===== src/design/scr_pkg.sv =====
// ----------------------------------------------------------------------------
// scr_pkg
// Shared types and codes for the seam carving resizer.
// ----------------------------------------------------------------------------
package scr_pkg;

  localparam int CH_W   = 8;   // one colour channel
  localparam int CFG_W  = 9;   // configuration register width
  localparam int DIST_W = 10;  // L1 colour distance, up to 3 * 255
  localparam int ENGY_W = 11;  // pixel energy, up to 6 * 255
  localparam int EMAX   = 1530;

  typedef struct packed {
    logic [CH_W-1:0] r;
    logic [CH_W-1:0] g;
    logic [CH_W-1:0] b;
  } rgb_t;

  // configuration register indexes
  typedef logic [1:0] cfg_idx_t;
  localparam cfg_idx_t CFG_IMAGE_WIDTH   = 2'd0;
  localparam cfg_idx_t CFG_IMAGE_HEIGHT  = 2'd1;
  localparam cfg_idx_t CFG_TARGET_WIDTH  = 2'd2;
  localparam cfg_idx_t CFG_TARGET_HEIGHT = 2'd3;

  // request operation codes
  localparam logic OP_LOAD = 1'b0;
  localparam logic OP_READ = 1'b1;

  // path predecessor codes
  typedef logic [1:0] path_t;
  localparam path_t PATH_CENTER = 2'd0;
  localparam path_t PATH_LEFT   = 2'd1;
  localparam path_t PATH_RIGHT  = 2'd2;

endpackage


===== src/design/scr_dist.sv =====
// ----------------------------------------------------------------------------
// scr_dist
// L1 colour distance between two pixels: the shared arithmetic unit.
// ----------------------------------------------------------------------------
module scr_dist import scr_pkg::*; (
  input  rgb_t              a,
  input  rgb_t              b,
  output logic [DIST_W-1:0] diff
);

  logic [CH_W-1:0] dr, dg, db;

  assign dr = (a.r > b.r) ? (a.r - b.r) : (b.r - a.r);
  assign dg = (a.g > b.g) ? (a.g - b.g) : (b.g - a.g);
  assign db = (a.b > b.b) ? (a.b - b.b) : (b.b - a.b);
  assign diff = DIST_W'(dr) + DIST_W'(dg) + DIST_W'(db);

endmodule


===== config.mk =====
export PLATFORM = sky130hd
export DESIGN_NAME = scr_dist
export DESIGN_NICKNAME = d
export VERILOG_FILES = /design/src/design/scr_pkg.sv /design/src/design/scr_dist.sv
export SDC_FILE = /design/constraint.sdc
export NUM_CORES = 1
export LEC_CHECK = 0
export BUFFER_PORTS_ARGS = -buffer_cell sky130_fd_sc_hd__buf_2
export CAP_MARGIN = 20
export CORE_MARGIN = 5
export CORE_UTILIZATION = 37
export DETAILED_ROUTE_END_ITERATION = 16
export GPL_TIMING_DRIVEN = 0
export MAX_ROUTING_LAYER = met4
export PLACE_DENSITY = 0.61
export SLEW_MARGIN = 15
export SYNTH_ARGS = -nofsm -noshare
export SYNTH_HDL_FRONTEND = slang
export SYNTH_SLANG_ARGS = --single-unit

===== constraint.sdc =====
create_clock -name vclk -period 5.25
set_clock_uncertainty 0.1 [all_clocks]
set_input_delay 0.2625 -clock vclk [all_inputs]
set_output_delay 0.2625 -clock vclk [all_outputs]
set_load 0.005 [all_outputs]

* Yosys cells after proc, flatten, opt, wreduce, memory -nomap -nowiden
Index checks and enable logic that the tools add are counted.
Storage, ports and cells: bits in registers 0, input port bits 48, output and inout bits 10, logic and storage cells 14
Operators by class: add/sub/neg operators 8, $lt $le $gt $ge 3, multiplexer cells 3
Operators by type and width (count):
- 8-bit subtractor | 6
- 8-bit > comparator | 3
- 8-bit 2-to-1 mux | 3
- 9-bit by 8-bit adder with 10-bit output | 1
- 8-bit by 8-bit adder with 9-bit output | 1

* Logic depth before layout (Yosys ltp)
Gate-level depths: netlist of the first run.
depth in word-level cells 4, depth in mapped cells 19, depth with buffers taken out 18

* Worst setup path before layout of the first run
No wires, ideal clock.
kind in2out, from in a[0] in the netlist's numbering, to out diff[9], arrival 3722 ps, path slack 1165 ps, stages 16, buffers on the path 0, cells stage by stage inv_1 ha_1 inv_1 fa_1 nand3_1 a21oi_2 o41ai_4 mux2i_1 xor2_1 fa_1 fa_1 nor2b_1 o21ai_0 a21boi_0 o31a_1 o21ba_2
On the way: word-level cells in the longest chain between the ends 3, elaborated cells between the ends (all ways) 5
Ends and longest elaborated chain:
- start: declaration | RTL line scr_dist.sv:6 | input rgb_t a,
- 8-bit subtractor / 8-bit > comparator (equally long branches) | RTL line scr_dist.sv:15 | assign db = (a.b > b.b) ? (a.b - b.b) : (b.b - a.b);
- 8-bit 2-to-1 mux * | RTL line scr_dist.sv:15
- 9-bit by 8-bit adder with 10-bit output * | RTL line scr_dist.sv:16 | assign diff = DIST_W'(dr) + DIST_W'(dg) + DIST_W'(db);
- end: declaration | RTL line scr_dist.sv:8 | output logic [DIST_W-1:0] diff
Every way passes the cells marked *; elsewhere a longest branch is shown, timed or not.

* Worst setup path after layout of the first run
from in a[0] in the netlist's numbering, to out diff[7]
The elaborated chain is that of the path after synthesis.

==> results of run 1 <==
final timing paths:
check | startpoint | cells past startpoint | slack [ns] | to
max | a[0] | 18 | 0.50 | diff[7]
min | b[8] | 5 | 1.09 | diff[0]
through the flow:
step | hold WS [ns] | std cells | area (sq um)
floorplan | 0.855 | 327 | 2530
global placement | 1.09 | 465 | 2930
detailed placement | 1.10 | 465 | 2930
CTS | 1.10 | 465 | 2930
global route | 1.13 | 465 | 2930
finish | 1.09 | 465 | 2930
final cells by class:
type / count / area, sq um
buffer: 12 / 76.3
fill: 705 / 3790
inverter: 70 / 263
multi-input combinational: 245 / 2200
tap: 80 / 100
timing repair buffer: 58 / 290
cells in the final DEF, fill, tap and decap left out, types with 3 or more instances in the layout:
cell type,count
buf_6,3
nand3_1,9
a21o_1,13
ha_1,52
fa_1,15
nor3_1,4
a211oi_1,7
o21ai_0,9
a31oi_1,6
xor2_1,8
clkbuf_1,4
a21oi_1,25
nand3b_1,5
nor2_1,8
buf_2,62
mux2i_1,17
nand2_1,18
mux2_2,4
inv_1,70
xnor2_1,11
nand4_1,5
routing by layer:
layer / global-route usage [%] / share of wire, % / up-vias
li1: - / - / 1224
met1: 18.7 / 48 / 1036
met2: 22.7 / 48 / 41
met3: 0.406 / 3.8 / 4
met4: 0.977 / 0.62 / 0
met5: - / 0 / -
kinds of logic after synthesis:
family | share of synthesized area [%]
AO/OA/AOI/OAI | 22.7
buffers and inverters | 13.4
XOR/XNOR | 6.56
adder cells (fa/ha/maj) | 37.5
AND/OR/NAND/NOR | 11.4
multiplexers | 8.49
worst min-delay path, stage by stage:
cell and delay, ns:
buf_2 0.09, ha_1 0.24, inv_1 0.08, fa_1 0.15
buf_2 0.11
report_power, final:
group          internal (uW)  switching [uW]
registers                  0               0
logic                    397             436
clock network              0               0
==> results by group, run 1 <==
Logic synthesis
  – Top post-synthesis cells by area: ha_1 26%, fa_1 12%, inv_1 10%
  – Syn Inst Count: 327
  – Post-synthesis sequential area ratio: 0%
  – Most frequent cells after synthesis: 70 x inv_1, 52 x ha_1, 25 x a21oi_1
  – Synthesized cell area: 2530 sq um
  – Top-area cell type share of the netlist area: 25.7%
  – Post-Syn Nets: 442
  – Yosys cell types: 44
  – Yosys warns: 0
  – Cell with the most instances after synthesis: inv_1
  – Synth area leader: ha_1
  – Syn_area_per_cell: 7.75 sq um

Global route
  – First-pass GRT wire length: 9710 um
  – Initial antenna violation count: 0
  – Vias in the first global route: 2244
  – Gr usage total: 13.4%
  – GR Overflow Total: 0
  – Largest net degree at the start of global routing: 11

Clock tree
  – Post-CTS Setup Inserts: 0
  – # resized after CTS: 0
  – CTS Hold Bufs: 0

Setup path
  – CP bufs+invs: 4
  – Setup crit start kind: input pin
  – Slowest-stage cell, CP: o41ai_4
  – Crit path max-delay family: adder cells
  – Critical Path RT: 4.89 ns
  – Crit path max fanout: 7
  – CP peak stage delay: 0.64 ns
  – Arr. time, crit path: 4.39 ns
  – CP Cell Sequence: buf_2 -> inv_1 -> ha_1 -> inv_1 -> fa_1 -> nand3_1 -> a21oi_2 -> o41ai_4 -> mux2i_1 -> xor2_1 -> fa_1 -> fa_1 -> nor2b_1 -> o21ai_0 -> a21boi_0 -> o21ai_0 -> a21oi_1 -> buf_2
  – CP Class: in2out
  – Crit end category: output port
  – Cell mode on critical path: fa_1

Run
  – Max cap viols: 0

Power
  – Power Total: 833 uW
  – Worst VDD drop: 148 uV
  – PwrDens: 285 nW/um^2
  – Static leakage: 0.00166 uW

Placement
  – GPL Wtd Cong: 0.863
  – Setup WS pre-CTS: 0.447 ns
  – Post-DP HPWL: 4970 um
  – IO Port Bufs: 58

Layout
  – # diodes: 0
  – # clk buffers: 0
  – Layout Utilization: 43.5%
  – Nets: 502
  – Share of cells above drive strength 1: 21.0%
  – Area grow syn2layout: 15.4%
  – Register Area: 0 sq um
  – Seq cells: 0

Timing
  – Part of the cycle the worst path needs: 90.5%
  – Slew Limit Fails: 0
  – Setup TNS: 0 ns
  – Max frequency: 0.210 GHz
  – Final hold violation count: 0
  – Post-route worst setup slack: 0.497 ns
  – Slew at the pin closest to its max-slew limit: 0.679 ns
  – Final setup viols: 0
  – RSZ-0062 raised after global routing: false
  – Crit path time final: 4.75 ns
  – Relative slew slack: 54.6%

Die
  – DIE AREA: 8610 sq um
  – Row count: 30
  – Starting density of the core: 37.7%
  – I/O pins: 58
  – Chip Width: 92.8 um
  – Core Area: 6720 sq um
  – Die H: 92.8 um

Hold path
  – Hold WC Path Type: in2out

Route
  – DR vias: 2305
  – Vias per cell: 4.96
  – Post-route DRC: 0
  – Final ANT Viol Nets: 0
  – Routed WL: 5450 um
  – WL per Instance: 11.7 um
  – Initial DRC count: 102
  – Detailed Routing Iterations Pass 1: 4

Run status
  – Status: completed
(Power assumes the default switching activity.)
==> run 2: changes to the inputs <==
==> constraint.sdc (replaced) <==
create_clock -name vclk -period 4.9
set_clock_uncertainty 0.1 [all_clocks]
set_input_delay 0.245 -clock vclk [all_inputs]
set_output_delay 0.245 -clock vclk [all_outputs]
set_load 0.005 [all_outputs]
==> run 2 against run 1 <==
  * Non-clock buffer count up 7
  * Final area increased by 1.8%
  * Via count grew 1.4%
  * Cell count up 1.5%
  * Critical path depth stayed put
  * Die area unchanged
==> results by group, run 2 (synthesis results as in run 1) <==
Timing
  – Slew Limit Fails: 0 (unchanged)
  – Final hold violation count: 0 (unchanged)
  – Final setup viols: 0 (unchanged)
  – Slew at the pin closest to its max-slew limit: 0.546 ns (-0.132 ns)
  – Crit path time final: 4.60 ns
  – Setup TNS: 0 ns (unchanged)
  – Max frequency: 0.217 GHz
  – Relative slew slack: 63.3% (+8.7 points)
  – RSZ-0062 raised after global routing: false
  – Part of the cycle the worst path needs: 93.8%

Die
  – I/O pins: 58 (unchanged)
  – Chip Width: 92.8 um (unchanged)
  – DIE AREA: 8610 sq um (unchanged)
  – Row count: 30 (unchanged)
  – Core Area: 6720 sq um (unchanged)
  – Die H: 92.8 um (unchanged)
  – Starting density of the core: 37.7% (unchanged)

Placement
  – IO Port Bufs: 58 (unchanged)
  – GPL Wtd Cong: 0.863 (unchanged)
  – Post-DP Area: 2930 sq um (unchanged)
  – Post-DP HPWL: 4970 um (unchanged)

Setup path
  – CP Cell Sequence: buf_2 -> inv_1 -> ha_1 -> inv_1 -> fa_1 -> nand3_1 -> a21oi_1 -> nor3_1 -> mux2_2 -> o221ai_1 -> fa_1 -> fa_1 -> nor2b_1 -> o21ai_0 -> a21boi_0 -> o21ai_0 -> a21oi_1 -> buf_2
  – Slowest-stage cell, CP: nor3_1
  – CP peak stage delay: 0.48 ns (-0.16 ns)
  – CP bufs+invs: 4 (unchanged)
  – CP Class: in2out
  – Crit path max-delay family: adder cells
  – Crit end category: output port
  – Cell mode on critical path: fa_1
  – Crit path max fanout: 3 (-4)
  – Critical Path RT: 4.55 ns (-0.34 ns)
  – Setup crit start kind: input pin
  – Arr. time, crit path: 4.25 ns (-0.14 ns)

Route
  – Vias per cell: 4.95 (-0.12%)
  – Initial DRC count: 115 (+13%)
  – WL per Instance: 11.7 um (-0.51%)
  – Final ANT Viol Nets: 0 (unchanged)
  – DR vias: 2337 (+1.4%)
  – Post-route DRC: 0 (unchanged)
  – Detailed Routing Iterations Pass 1: 4 (unchanged)
  – Routed WL: 5500 um (+0.99%)

Layout
  – Commonest cells after routing, fill and taps aside: 70 x inv_1, 62 x buf_2, 52 x ha_1, 25 x a21oi_1, 18 x nand2_1
  – Design Area, Final: 2980 sq um (+1.8%)
  – # diodes: 0 (unchanged)
  – Commonest non-fill, non-tap cell in the layout: inv_1
  – Register Area: 0 sq um (unchanged)
  – Fill cells: 707 (+0.28%)
  – Share of cells above drive strength 1: 22.4% (+1.4 points)
  – Seq cells: 0 (unchanged)
  – # clk buffers: 0 (unchanged)
  – Area grow syn2layout: 17.5%
  – Nets: 509 (+1.4%)

Global route
  – GR Overflow Total: 0 (unchanged)
  – Gr usage total: 13.4% (unchanged)
  – Initial antenna violation count: 0 (unchanged)
  – M2 GR Usage: 22.7% (unchanged)
  – Vias in the first global route: 2244 (unchanged)
  – First-pass GRT wire length: 9710 um (unchanged)
  – Global Route met3 Usage: 0.406% (unchanged)
  – Met1 Track Usage GR: 18.7% (unchanged)
  – Top Usage Layer GRT: met2
  – Largest net degree at the start of global routing: 11 (unchanged)

Power
  – Worst VDD drop: 159 uV (+7.1%)
  – Static leakage: 0.00169 uW (+2.0%)
  – PwrDens: 304 nW/um^2 (+6.6%)

Clock tree
  – CTS Hold Bufs: 0 (unchanged)
  – Post-CTS Setup Inserts: 0 (unchanged)
  – # resized after CTS: 0 (unchanged)

Hold path
  – Hold WC Path Type: in2out

Run status
  – Status: completed

Run
  – Max cap viols: 0 (unchanged)
==> run 2: where the power goes <==
part           internal [uW]  switching [uW]
Combinational            435             470
Clock                      0               0
Sequential                 0               0
==> run 2: tightest hold or removal path: cells and delay by family <==
kind | cells | cell delay, ns
buffers and inverters | 3 | 0.28
adder cells (fa/ha/maj) | 2 | 0.39
==> run 2: layout make-up <==
class / instances / area (sq um) / area share, %
inverters: 70 / 263 / 8.82
plain buffers: 12 / 76.3 / 2.56
well taps: 80 / 100 / 3.36
multi-input cells: 245 / 2200 / 73.7
repair buffers: 65 / 343 / 11.5
==> run 2: per-stage QoR <==
stage               total power [uW]  setup WS [ns]  util (%)  std cells  hold WS, ns
floorplan                        620          0.850         -        327        0.820
global route                    1040         0.0440      44.3        472         1.10
global placement                 889          0.167      43.5        465         1.06
finish                           904          0.302      44.3        472         1.05
CTS                              905          0.126      43.5        465         1.06
detailed placement               900          0.132      43.5        465         1.06
==> run 2: metal layers <==
metal | up-vias | wire [um]
met2 | 43 | 2630
met1 | 1053 | 2630
met5 | - | 0
met3 | 4 | 210
li1 | 1237 | -
met4 | 0 | 34
==> run 2: worst paths after layout <==
check / startpoint / to / slack (ns) / depth (start not counted)
min: b[8] / diff[0] / 1.05 / 5
max: a[16] / diff[7] / 0.30 / 18
